### src/rtl/core/slpe_pkg.sv
// Shared types, constants and pattern tables for the status LED pattern engine.
// Used by status_led_pattern_engine; depends on nothing else.
`default_nettype none

package slpe_pkg;

    localparam int TIME_WIDTH = 32;
    localparam int ON_W       = 11;
    localparam int PERIOD_W   = 12;
    localparam int CNT_W      = $clog2(TIME_WIDTH + 1);

    localparam logic [1:0] OP_TICK    = 2'd0;
    localparam logic [1:0] OP_BASE    = 2'd1;
    localparam logic [1:0] OP_OVERLAY = 2'd2;
    localparam logic [1:0] OP_START   = 2'd3;

    // Base status codes.
    localparam logic [2:0] ST_NONE        = 3'd0;
    localparam logic [2:0] ST_NORMAL      = 3'd1;
    localparam logic [2:0] ST_CONFIGURING = 3'd2;
    localparam logic [2:0] ST_FACTORY     = 3'd3;
    localparam logic [2:0] ST_FAILED      = 3'd4;

    // Overlay status codes.
    localparam logic [2:0] OV_NONE   = 3'd0;
    localparam logic [2:0] OV_SLAVE  = 3'd1;
    localparam logic [2:0] OV_MASTER = 3'd2;

    // Level of one colour channel in a pattern.
    localparam logic [1:0] CH_OFF  = 2'd0;
    localparam logic [1:0] CH_FULL = 2'd1;
    localparam logic [1:0] CH_PART = 2'd2;

    // Register map.
    localparam logic [2:0] ADDR_BRIGHTNESS  = 3'd0;
    localparam logic [7:0] BRIGHTNESS_RESET = 8'd255;

    localparam logic [2:0] OVERLAY_MAX = OV_MASTER;

    typedef struct packed {
        logic [1:0]  op;
        logic [31:0] now_ms;
        logic [2:0]  status_code;
    } t_in;

    typedef struct packed {
        logic [7:0] red;
        logic [7:0] green;
        logic [7:0] blue;
    } t_out;

    typedef struct packed {
        logic [1:0]      red;
        logic [1:0]      green;
        logic [1:0]      blue;
        logic [ON_W-1:0] on_ms;
        logic [ON_W-1:0] off_ms;
    } t_pat;

    // Yellow is full red with 160 green; green and red are full single channels.
    function automatic t_pat base_pat(input logic [2:0] code);
        t_pat p;
        p = '{CH_OFF, CH_OFF, CH_OFF, ON_W'(0), ON_W'(0)};
        unique case (code)
            ST_NORMAL:      p = '{CH_OFF,  CH_FULL, CH_OFF, ON_W'(50),   ON_W'(2000)};
            ST_CONFIGURING: p = '{CH_FULL, CH_PART, CH_OFF, ON_W'(50),   ON_W'(2000)};
            ST_FACTORY:     p = '{CH_FULL, CH_PART, CH_OFF, ON_W'(50),   ON_W'(50)};
            ST_FAILED:      p = '{CH_FULL, CH_OFF,  CH_OFF, ON_W'(1000), ON_W'(500)};
            default:        p = '{CH_OFF,  CH_OFF,  CH_OFF, ON_W'(0),    ON_W'(0)};
        endcase
        return p;
    endfunction

    function automatic t_pat overlay_pat(input logic [2:0] code);
        t_pat p;
        p = '{CH_OFF, CH_OFF, CH_OFF, ON_W'(0), ON_W'(0)};
        unique case (code)
            OV_SLAVE:  p = '{CH_FULL, CH_PART, CH_OFF, ON_W'(200), ON_W'(200)};
            OV_MASTER: p = '{CH_FULL, CH_PART, CH_OFF, ON_W'(1),   ON_W'(0)};
            default:   p = '{CH_OFF,  CH_OFF,  CH_OFF, ON_W'(0),   ON_W'(0)};
        endcase
        return p;
    endfunction

endpackage

`default_nettype wire

### src/rtl/core/status_led_pattern_engine.sv
// Status LED pattern engine: request decode, bit-serial phase modulo and colour output.
// Depends on slpe_pkg for types, constants and the pattern tables.
`default_nettype none

// The engine takes one request at a time on the input channel. Set-status
// requests are handled in the idle state alone, as is a start request once
// the engine has started; only the first start request goes on to emit. A
// tick takes the request and forms the elapsed time (a 32-bit time base as
// slpe_pkg stands), runs the restoring modulo unit that reduces the elapsed
// time by the pattern period one time bit at a time, then decides whether the
// LED is lit and forms the scaled brightness product, and then emits. The
// modulo unit handles a single bit per cycle, which sets the tick latency. A
// result sits in an output register, so a new request is taken while the
// previous colour still waits on the output; the engine only pauses in its
// emit state when a fresh colour finds that register still full. A colour
// equal to the last one delivered is dropped, so a tick yields at most one
// result. The brightness register lives at address 0 of the APB-style port and must only be written while idle.

module status_led_pattern_engine (
    input  wire logic              i_clk,
    input  wire logic              i_rst_n,
    input  wire logic              i_in_valid,
    output      logic              o_in_ready,
    input  wire slpe_pkg::t_in     i_in,
    output      logic              o_out_valid,
    input  wire logic              i_out_ready,
    output      slpe_pkg::t_out    o_out,
    input  wire logic              psel,
    input  wire logic              penable,
    input  wire logic              pwrite,
    input  wire logic [2:0]        paddr,
    input  wire logic [31:0]       pwdata,
    output      logic [31:0]       prdata,
    output      logic              pready
);

    localparam int TW = slpe_pkg::TIME_WIDTH;
    localparam int PW = slpe_pkg::PERIOD_W;
    localparam int CW = slpe_pkg::CNT_W;

    // Sequencer states.
    localparam logic [1:0] S_IDLE  = 2'd0;
    localparam logic [1:0] S_DIV   = 2'd1;
    localparam logic [1:0] S_SCALE = 2'd2;
    localparam logic [1:0] S_EMIT  = 2'd3;

    logic [1:0]          r_state, n_state;
    logic [7:0]          r_brightness;
    logic [2:0]          r_base, n_base;
    logic [1:0]          r_overlay, n_overlay;
    logic                r_restart, n_restart;
    logic [TW-1:0]       r_start_ms, n_start_ms;
    logic                r_ready, n_ready;
    logic                r_has_shown, n_has_shown;
    logic [23:0]         r_shown, n_shown;

    // Working registers of the tick datapath.
    slpe_pkg::t_pat      r_pat, n_pat;
    logic [PW-1:0]       r_period, n_period;
    logic [TW-1:0]       r_dividend, n_dividend;
    logic [PW-1:0]       r_rem, n_rem;
    logic [CW-1:0]       r_cnt, n_cnt;
    logic                r_lit, n_lit;
    logic [15:0]         r_prod, n_prod;

    logic                r_out_valid, n_out_valid;
    slpe_pkg::t_out      r_out, n_out;

    logic                w_accept;
    logic                w_cfg_wr;
    logic [TW-1:0]       w_now;
    logic [TW-1:0]       w_start_eff;
    slpe_pkg::t_pat      w_sel_pat;
    logic [PW:0]         w_trial;
    logic [PW:0]         w_period_ext;
    logic [16:0]         w_div_sum;
    logic [7:0]          w_part_lvl;
    logic [7:0]          w_full_lvl;
    logic [23:0]         w_colour;
    logic                w_suppress;

    assign o_in_ready  = (r_state == S_IDLE);
    assign w_accept    = i_in_valid && o_in_ready;
    assign o_out_valid = r_out_valid;
    assign o_out       = r_out;

    // Configuration port: zero wait states, single byte-wide register.
    assign pready   = 1'b1;
    assign w_cfg_wr = psel && penable && pwrite && (paddr == slpe_pkg::ADDR_BRIGHTNESS);
    assign prdata   = (paddr == slpe_pkg::ADDR_BRIGHTNESS) ? {24'd0, r_brightness} : 32'd0;

    // The time base is taken modulo 2^TIME_WIDTH throughout.
    assign w_now       = TW'(i_in.now_ms);
    assign w_start_eff = r_restart ? w_now : r_start_ms;

    // An active overlay wins over the base status.
    assign w_sel_pat = ({1'b0, r_overlay} != slpe_pkg::OV_NONE)
                     ? slpe_pkg::overlay_pat({1'b0, r_overlay})
                     : slpe_pkg::base_pat(r_base);

    // One restoring step: bring in the next dividend bit, subtract when it fits.
    assign w_trial      = {r_rem, r_dividend[TW-1]};
    assign w_period_ext = {1'b0, r_period};

    // Divide by 255 with rounding already folded into the product; the
    // shift-and-add form is exact for every product that can occur here.
    assign w_div_sum  = {1'b0, r_prod} + {9'd0, r_prod[15:8]} + 17'd1;
    assign w_part_lvl = (w_div_sum[15:8] == 8'd0) ? 8'd1 : w_div_sum[15:8];
    // A full channel scales to the brightness itself, but never below 1.
    assign w_full_lvl = (r_brightness == 8'd0) ? 8'd1 : r_brightness;

    function automatic logic [7:0] chan_level(input logic [1:0] code,
                                              input logic [7:0] full_lvl,
                                              input logic [7:0] part_lvl);
        logic [7:0] lvl;
        lvl = 8'd0;
        unique case (code)
            slpe_pkg::CH_FULL: lvl = full_lvl;
            slpe_pkg::CH_PART: lvl = part_lvl;
            default:           lvl = 8'd0;
        endcase
        return lvl;
    endfunction

    assign w_colour = r_lit ? {chan_level(r_pat.red,   w_full_lvl, w_part_lvl),
                               chan_level(r_pat.green, w_full_lvl, w_part_lvl),
                               chan_level(r_pat.blue,  w_full_lvl, w_part_lvl)}
                            : 24'd0;

    // A colour equal to the one last delivered is not sent again.
    assign w_suppress = r_has_shown && (w_colour == r_shown);

    always_comb begin
        n_state     = r_state;
        n_base      = r_base;
        n_overlay   = r_overlay;
        n_restart   = r_restart;
        n_start_ms  = r_start_ms;
        n_ready     = r_ready;
        n_has_shown = r_has_shown;
        n_shown     = r_shown;
        n_pat       = r_pat;
        n_period    = r_period;
        n_dividend  = r_dividend;
        n_rem       = r_rem;
        n_cnt       = r_cnt;
        n_lit       = r_lit;
        n_prod      = r_prod;
        n_out_valid = r_out_valid;
        n_out       = r_out;

        // The output register empties as soon as its result is taken.
        if (r_out_valid && i_out_ready) begin
            n_out_valid = 1'b0;
        end

        unique case (r_state)
            S_IDLE: begin
                if (w_accept) begin
                    unique case (i_in.op)
                        slpe_pkg::OP_START: begin
                            // Only the first start request shows dark.
                            if (!r_ready) begin
                                n_ready     = 1'b1;
                                n_has_shown = 1'b0;
                                n_lit       = 1'b0;
                                n_state     = S_EMIT;
                            end
                        end
                        slpe_pkg::OP_BASE: begin
                            if (i_in.status_code != r_base) begin
                                n_base = i_in.status_code;
                                if ({1'b0, r_overlay} == slpe_pkg::OV_NONE) begin
                                    n_restart = 1'b1;
                                end
                            end
                        end
                        slpe_pkg::OP_OVERLAY: begin
                            // Unknown overlay codes are ignored.
                            if ((i_in.status_code <= slpe_pkg::OVERLAY_MAX) &&
                                (i_in.status_code != {1'b0, r_overlay})) begin
                                n_overlay = i_in.status_code[1:0];
                                n_restart = 1'b1;
                            end
                        end
                        default: begin
                            // Tick: nothing is shown before the engine is started.
                            if (r_ready) begin
                                n_restart  = 1'b0;
                                n_start_ms = w_start_eff;
                                n_dividend = w_now - w_start_eff;
                                n_pat      = w_sel_pat;
                                n_period   = {1'b0, w_sel_pat.on_ms} + {1'b0, w_sel_pat.off_ms};
                                n_rem      = '0;
                                n_cnt      = CW'(TW);
                                n_state    = S_DIV;
                            end
                        end
                    endcase
                end
            end
            S_DIV: begin
                if (w_trial >= w_period_ext) begin
                    n_rem = PW'(w_trial - w_period_ext);
                end else begin
                    n_rem = w_trial[PW-1:0];
                end
                n_dividend = {r_dividend[TW-2:0], 1'b0};
                n_cnt      = r_cnt - CW'(1);
                if (r_cnt == CW'(1)) begin
                    n_state = S_SCALE;
                end
            end
            S_SCALE: begin
                // Zero on time is dark, zero off time is solid, else compare the phase.
                if (r_pat.on_ms == '0) begin
                    n_lit = 1'b0;
                end else if (r_pat.off_ms == '0) begin
                    n_lit = 1'b1;
                end else begin
                    n_lit = (r_rem < {1'b0, r_pat.on_ms});
                end
                // 160 * brightness + 127, the rounded numerator for the partial channel.
                n_prod  = {1'b0, r_brightness, 7'd0} + {3'd0, r_brightness, 5'd0} + 16'd127;
                n_state = S_EMIT;
            end
            default: begin
                // Emit: wait only if a fresh colour meets a full output register.
                if (w_suppress) begin
                    n_state = S_IDLE;
                end else if (!r_out_valid || i_out_ready) begin
                    n_out_valid = 1'b1;
                    n_out       = '{w_colour[23:16], w_colour[15:8], w_colour[7:0]};
                    n_shown     = w_colour;
                    n_has_shown = 1'b1;
                    n_state     = S_IDLE;
                end
            end
        endcase
    end

    always_ff @(posedge i_clk) begin
        if (!i_rst_n) begin
            r_state      <= S_IDLE;
            r_brightness <= slpe_pkg::BRIGHTNESS_RESET;
            r_base       <= slpe_pkg::ST_NONE;
            r_overlay    <= 2'(slpe_pkg::OV_NONE);
            r_restart    <= 1'b1;
            r_start_ms   <= '0;
            r_ready      <= 1'b0;
            r_has_shown  <= 1'b0;
            r_shown      <= 24'd0;
            r_out_valid  <= 1'b0;
        end else begin
            r_state     <= n_state;
            r_base      <= n_base;
            r_overlay   <= n_overlay;
            r_restart   <= n_restart;
            r_start_ms  <= n_start_ms;
            r_ready     <= n_ready;
            r_has_shown <= n_has_shown;
            r_shown     <= n_shown;
            r_out_valid <= n_out_valid;
            if (w_cfg_wr) begin
                r_brightness <= pwdata[7:0];
            end
        end
    end

    // Datapath registers carry no reset.
    always_ff @(posedge i_clk) begin
        r_pat      <= n_pat;
        r_period   <= n_period;
        r_dividend <= n_dividend;
        r_rem      <= n_rem;
        r_cnt      <= n_cnt;
        r_lit      <= n_lit;
        r_prod     <= n_prod;
        r_out      <= n_out;
    end

endmodule

`default_nettype wire
### config.mk
export PLATFORM = sky130hd
export DESIGN_NAME = status_led_pattern_engine
export DESIGN_NICKNAME = d
export VERILOG_FILES = /design/src/rtl/core/slpe_pkg.sv /design/src/rtl/core/status_led_pattern_engine.sv
export SDC_FILE = /design/constraint.sdc
export NUM_CORES = 1
export LEC_CHECK = 0
export BUFFER_PORTS_ARGS = -buffer_cell sky130_fd_sc_hd__buf_2
export CORE_MARGIN = 2
export CORE_UTILIZATION = 54
export DETAILED_ROUTE_END_ITERATION = 10
export GPL_TIMING_DRIVEN = 1
export HOLD_SLACK_MARGIN = 0.05
export PLACE_DENSITY = 0.78
export SLEW_MARGIN = 5
export SYNTH_ARGS = -nofsm -noshare
export SYNTH_HDL_FRONTEND = slang
export SYNTH_SLANG_ARGS = --single-unit
### constraint.sdc
create_clock -name i_clk -period 3.78 [get_ports i_clk]
set_clock_uncertainty 0.1 [all_clocks]
set_input_delay 0.756 -clock i_clk [delete_from_list [all_inputs] [get_ports i_clk]]
set_output_delay 0.756 -clock i_clk [all_outputs]
set_load 0.02 [all_outputs]
---- Yosys cells after proc, flatten, opt, wreduce, memory -nomap -nowiden ----
Cells that the tools add are included.
storage, ports and cells
  input bits .............................. 79
  word-level logic and storage cells ...... 160
  flip-flop bits (word level) ............. 206
  output and inout port bits .............. 59
cells by class
  $lt $le $gt $ge ......................... 3
  add/subtract/negate cells ............... 8
  bitwise operators ....................... 5
  equality and inequality tests ........... 34
  reduce and logical (&&, ||, !) cells .... 36
  muxes and demuxes ....................... 50
operators with widths
  kind                                                             count
  32-bit two-way mux                                               4
  27-bit one-hot mux with 4 select lines                           1
  32-bit one-hot mux with 2 select lines                           1
  27-bit one-hot mux with 2 select lines                           1
  12-bit two-way mux                                               4
  8-bit one-hot mux with 2 select lines                            3
  32-bit subtractor                                                1
  28-bit two-way mux                                               1
  24-bit equality test                                             1
  24-bit two-way mux                                               1
  8-bit two-way mux                                                3
  12-bit one-hot mux with 2 select lines                           1
  11-bit zero test                                                 2
  4-bit AND reduction                                              5
  6-bit two-way mux                                                3
  15-bit by 13-bit adder with 16-bit output                        1
  16-bit by 1-bit adder with 16-bit output, second input constant  1
  16-bit by 7-bit adder with 16-bit output, second input constant  1
  16-bit by 8-bit adder with 16-bit output                         1
  8-bit zero test                                                  2
  2-bit != test, second input constant                             8
  1-bit two-way mux                                                15
  2-bit equality test, second input constant                       7
  13-bit by 12-bit greater-or-equal comparator with 1-bit output   1
  35 further kinds                                                 67

---- Depth between registers and ports, before layout ----
  depth in word-level cells ............... 10
  depth in mapped cells ................... 15
  depth with buffers taken out ............ 14

---- Worst setup path before layout ----
OpenSTA, ideal clock, no wires.
  path kind ............................... input port to flip-flop
  start point ............................. input port i_in[35] (netlist name)
  end point ............................... register r_cnt[0], enable pin
  setup slack ............................. -0.209 ns
  path buffers ............................ 2
  required time ........................... 3.274 ns
  arrival time ............................ 3.483 ns
  setup time .............................. 0.406 ns
  stages .................................. 6
  cells stage by stage .................... inv_1 ha_1 and4_1 clkbuf_1 buf_1 a21o_1
between the ends
  cells in the longest elaborated chain, start to end .. 4
  elaborated cells between the ends (all ways) .. 6
  those cells by class .................... 4 x eq/ne; 2 x reduce/logical
ends and longest elaborated chain
  element                                                                                line                              RTL
  from (decl)                                                                            status_led_pattern_engine.sv:24   input wire slpe_pkg::t_in i_in,
  2-bit equality test or 2-bit by 1-bit equality test with 1-bit output (tied branches)  status_led_pattern_engine.sv:160  unique case (i_in.op)
  3-bit OR reduction (no source line) *                                                  --
  2-bit != test (no source line) *                                                       --
  4-bit AND reduction (no source line) *                                                 --
  to (signal assigned)                                                                   status_led_pattern_engine.sv:276  r_cnt <= n_cnt;
  to (decl)                                                                              status_led_pattern_engine.sv:62   logic [CW-1:0] r_cnt, n_cnt;
Mark *: on every way between the ends. The rest lies on a longest branch, timed or not.
A chain may end at the register's enable or synchronous reset.

---- Worst setup path in the final report ----
  start point ............................. register r_restart
  end point ............................... register r_dividend[30] (data pin)
between the ends
  cells in the longest elaborated chain, start to end .. 6
ends and longest elaborated chain
  element                                 line                              RTL
  from (decl)                             status_led_pattern_engine.sv:51   logic r_restart, n_restart;
  from (signal assigned)                  status_led_pattern_engine.sv:258  r_restart <= n_restart;
  32-bit two-way mux                      status_led_pattern_engine.sv:94   assign w_start_eff = r_restart ? w_now : r_start_ms;
  32-bit subtractor                       status_led_pattern_engine.sv:191  n_dividend = w_now - w_start_eff;
  32-bit two-way mux                      status_led_pattern_engine.sv:188  if (r_ready) begin
  32-bit two-way mux                      status_led_pattern_engine.sv:160
  32-bit two-way mux                      status_led_pattern_engine.sv:159  if (w_accept) begin
  32-bit one-hot mux with 2 select lines  status_led_pattern_engine.sv:157  unique case (r_state)
  net n_dividend[30]                      status_led_pattern_engine.sv:60   logic [TW-1:0] r_dividend, n_dividend;
  to (signal assigned)                    status_led_pattern_engine.sv:274  r_dividend <= n_dividend;
  to (decl)                               status_led_pattern_engine.sv:60
The timed path passes the listed nets, and every way through them passes these cells. The select of a mux whose other input is x is not followed.

==> results.cfg <==
[route]
drc_errors = 0
first_pass_iters = 5
vias_per_cell = 5.59
wl_per_cell_um = 15.5
totalWireLength_um = 24800
final_antenna_net_count = 0
num_vias = 8953
drtIter0Drc = 569

[min_path]
hold_path_startpoint = r_shown[11]
hold_path_class = reg2reg

[flow_run]
cap_violations = 0

[place]
numPortBuffers = 80
post-place-ws_ns = -0.269
gp_congestion = 0.876
post_dp_cell_area_um2 = 12300
place_hpwl_um = 18100

[setup_path]
worstPathArrival_ns = 3.67
crit_path_end_kind = flop
reg2reg_from = r_restart
cp-start-kind = flop
r2r_slack_ns = 0.18
critical_path_class = reg2reg
critPathRequiredTime_ns = 3.85
cp_max_fo = 13
crit_start = r_restart

[logic_synthesis]
yosys_warnings = 0
synthArstFlopShare = 0
synth-edff-count = 103
synth_area_leader_cell = edfxtp_1
ys.flop_type = edfxtp_1
synth_common_cells = nand2_1 (132), edfxtp_1 (103), ha_1 (87), dfxtp_1 (67), o21ai_0 (63)
synthTopCellsByArea = edfxtp_1 (27%), dfxtp_1 (12%), ha_1 (9.5%), nand2_1 (4.3%), mux2i_1 (3.4%)
synth_top_area_share = 0.271
yosysSeqAreaShare = 0.388
ys_types = 80
yosysMostFrequentCell = nand2_1
ys_ff_latch = 170
syn_area_per_cell_um2 = 9.58
syn_inst = 1191
synth_area_um2 = 11400

[run_status]
status = finished, final reports clean

[floorplan]
chipHeight_um = 149
core_um2 = 20900
die_w_um = 149
die_area_um2 = 22300
row_count = 53
ios = 138
start_util = 0.546

[timing]
finalMaxSlewViolations = 0
period_minus_slack_ns = 3.60
finalHoldViolCount = 0
tightest_slew_ns = 0.990
fin_hold_ws_ns = 0.369
worst_slack_ns = 0.179
fin_crit_sh = 0.953
relSlewSlack = 0.340
clock.fmax_mhz = 278
finalSetupViolCount = 0

[cts]
tritoncts = yes
cts.path.max_buffers = 2
clkTransAtPathRegs_ns = 0.06
numCtsBuffers = 17
clkLatencyLatePin_ns = 0.43
htreeDepth = 4
cts-root-buf = clkbuf_16
cts_sinks = 170
hold_buffers = 0

[power]
p_per_area_nw_per_um2 = 425
ir_drop_uv = 378
power_leakage_nw = 5.98
finalPower_mw = 5.56

[finish]
drive_gt1_frac = 0.190
n_antenna_cell = 0
fin_area_um2 = 13100
final_util = 0.627
syn_to_final_growth_pct = 14.7
nets = 1482

[grt]
grt_max_degree = 89
grt_util_all_layers = 0.225
antenna_found_initial = 0
gr-total-overflow = 0
grt_pass1_wl_um = 40600
grt_pass1_vias = 8626
## worst max-delay path, cell delays in order (launching register included)
cell and delay (ns):
dfxtp_2 0.39, buf_12 0.17, mux2i_1 0.24, ha_1 0.29, a21o_1 0.20, a21o_1 0.20, a211oi_1 0.33, o21ai_0 0.21
a32oi_2 0.27, a21oi_2 0.12, a211oi_2 0.28, a21oi_1 0.13, xor2_1 0.15, mux2_2 0.27
## where the power goes
group	leakage (nW)	switching (mW)	internal [mW]	total, mW
clock network	0.297	0.725	1.05	1.78
registers	1.48	0.0721	2.17	2.24
logic	4.20	0.907	0.634	1.54
total	5.98	1.70	3.86	5.56
## layout by cell type (no fill, tap or decap), types with 17 or more instances in the layout
master     synthesis  final
nand2b_1          21     20
nor2_1            58     58
dfxtp_1           67     65
nor2b_1           20     20
o21a_1            17     17
inv_1             59     59
clkbuf_16          0     18
a21oi_1           51     50
and2_1            21     20
nand2_1          132    132
nor3_1            21     20
mux2i_1           39     37
a21o_1            29     28
buf_4             37     68
xnor2_1           30     30
o21ai_0           63     63
nand3_1           28     28
edfxtp_1         103    103
buf_2              1     80
xor2_1            37     37
o211a_1           32     32
ha_1              87     85
conb_1             2     33
## flip-flops by register name, summed over array words and instances (netlist names), 3 cells and up
| register | cells |
|---|---|
| o_out | 16 |
| r_base | 3 |
| r_brightness | 8 |
| r_cnt | 6 |
| r_dividend | 32 |
| r_pat | 13 |
| r_period | 12 |
| r_prod | 11 |
| r_rem | 12 |
| r_shown | 16 |
| r_start_ms | 32 |
## per-layer routing
layer  vias to the layer above  track usage  wire length, um
li1                       4497            -                -
met1                      4222        0.291            11200
met2                       203        0.392            12300
met3                        31       0.0333             1060
met4                         0       0.0610              316
met5                         -            0                0
## logic make-up (layout without fill, tap and decap cells)
kind of cell / Yosys count / count (layout) / share of synthesized area
AO/OA/AOI/OAI: 305 / 305 / 0.190
XOR/XNOR: 67 / 67 / 0.0514
adder cells (fa/ha/maj): 90 / 90 / 0.101
buffers and inverters: 140 / 244 / 0.0620
flip-flops: 170 / 170 / 0.388
multiplexers: 45 / 45 / 0.0403
other: 2 / 33 / 0.000658
AND/OR/NAND/NOR: 372 / 372 / 0.167
## stage by stage
step	cells	TNS [ns]
floorplan	1222	0
global placement	1564	-0.259
detailed placement	1564	-0.326
CTS	1596	0
global route	1601	-0.0114
finish	1601	0
## layout make-up
| type | count | area (um2) |
|---|---|---|
| timing repair buffer | 152 | 991 |
| multi-input combinational | 912 | 6500 |
| clock inverter | 9 | 111 |
| fill | 1746 | 7790 |
| clock buffer | 23 | 489 |
| inverter | 60 | 225 |
| sequential | 170 | 4440 |
| tap | 275 | 344 |
## worst paths after layout
path | endpoint | cells past startpoint
setup reg to reg | r_dividend[30] | 13
setup / recovery | r_dividend[30] | 13
hold reg to reg | r_shown[11] | 2
hold / removal | r_shown[11] | 2
## what timing repair did
item / 4_1_cts / 5_1_grt
setup buffers: 0 / 5
hold endpoints to repair: 0 / 0
resized for setup: 0 / 21
endpoints found under the setup margin: 0 / 22
Power figures use the tool's default switching activity.
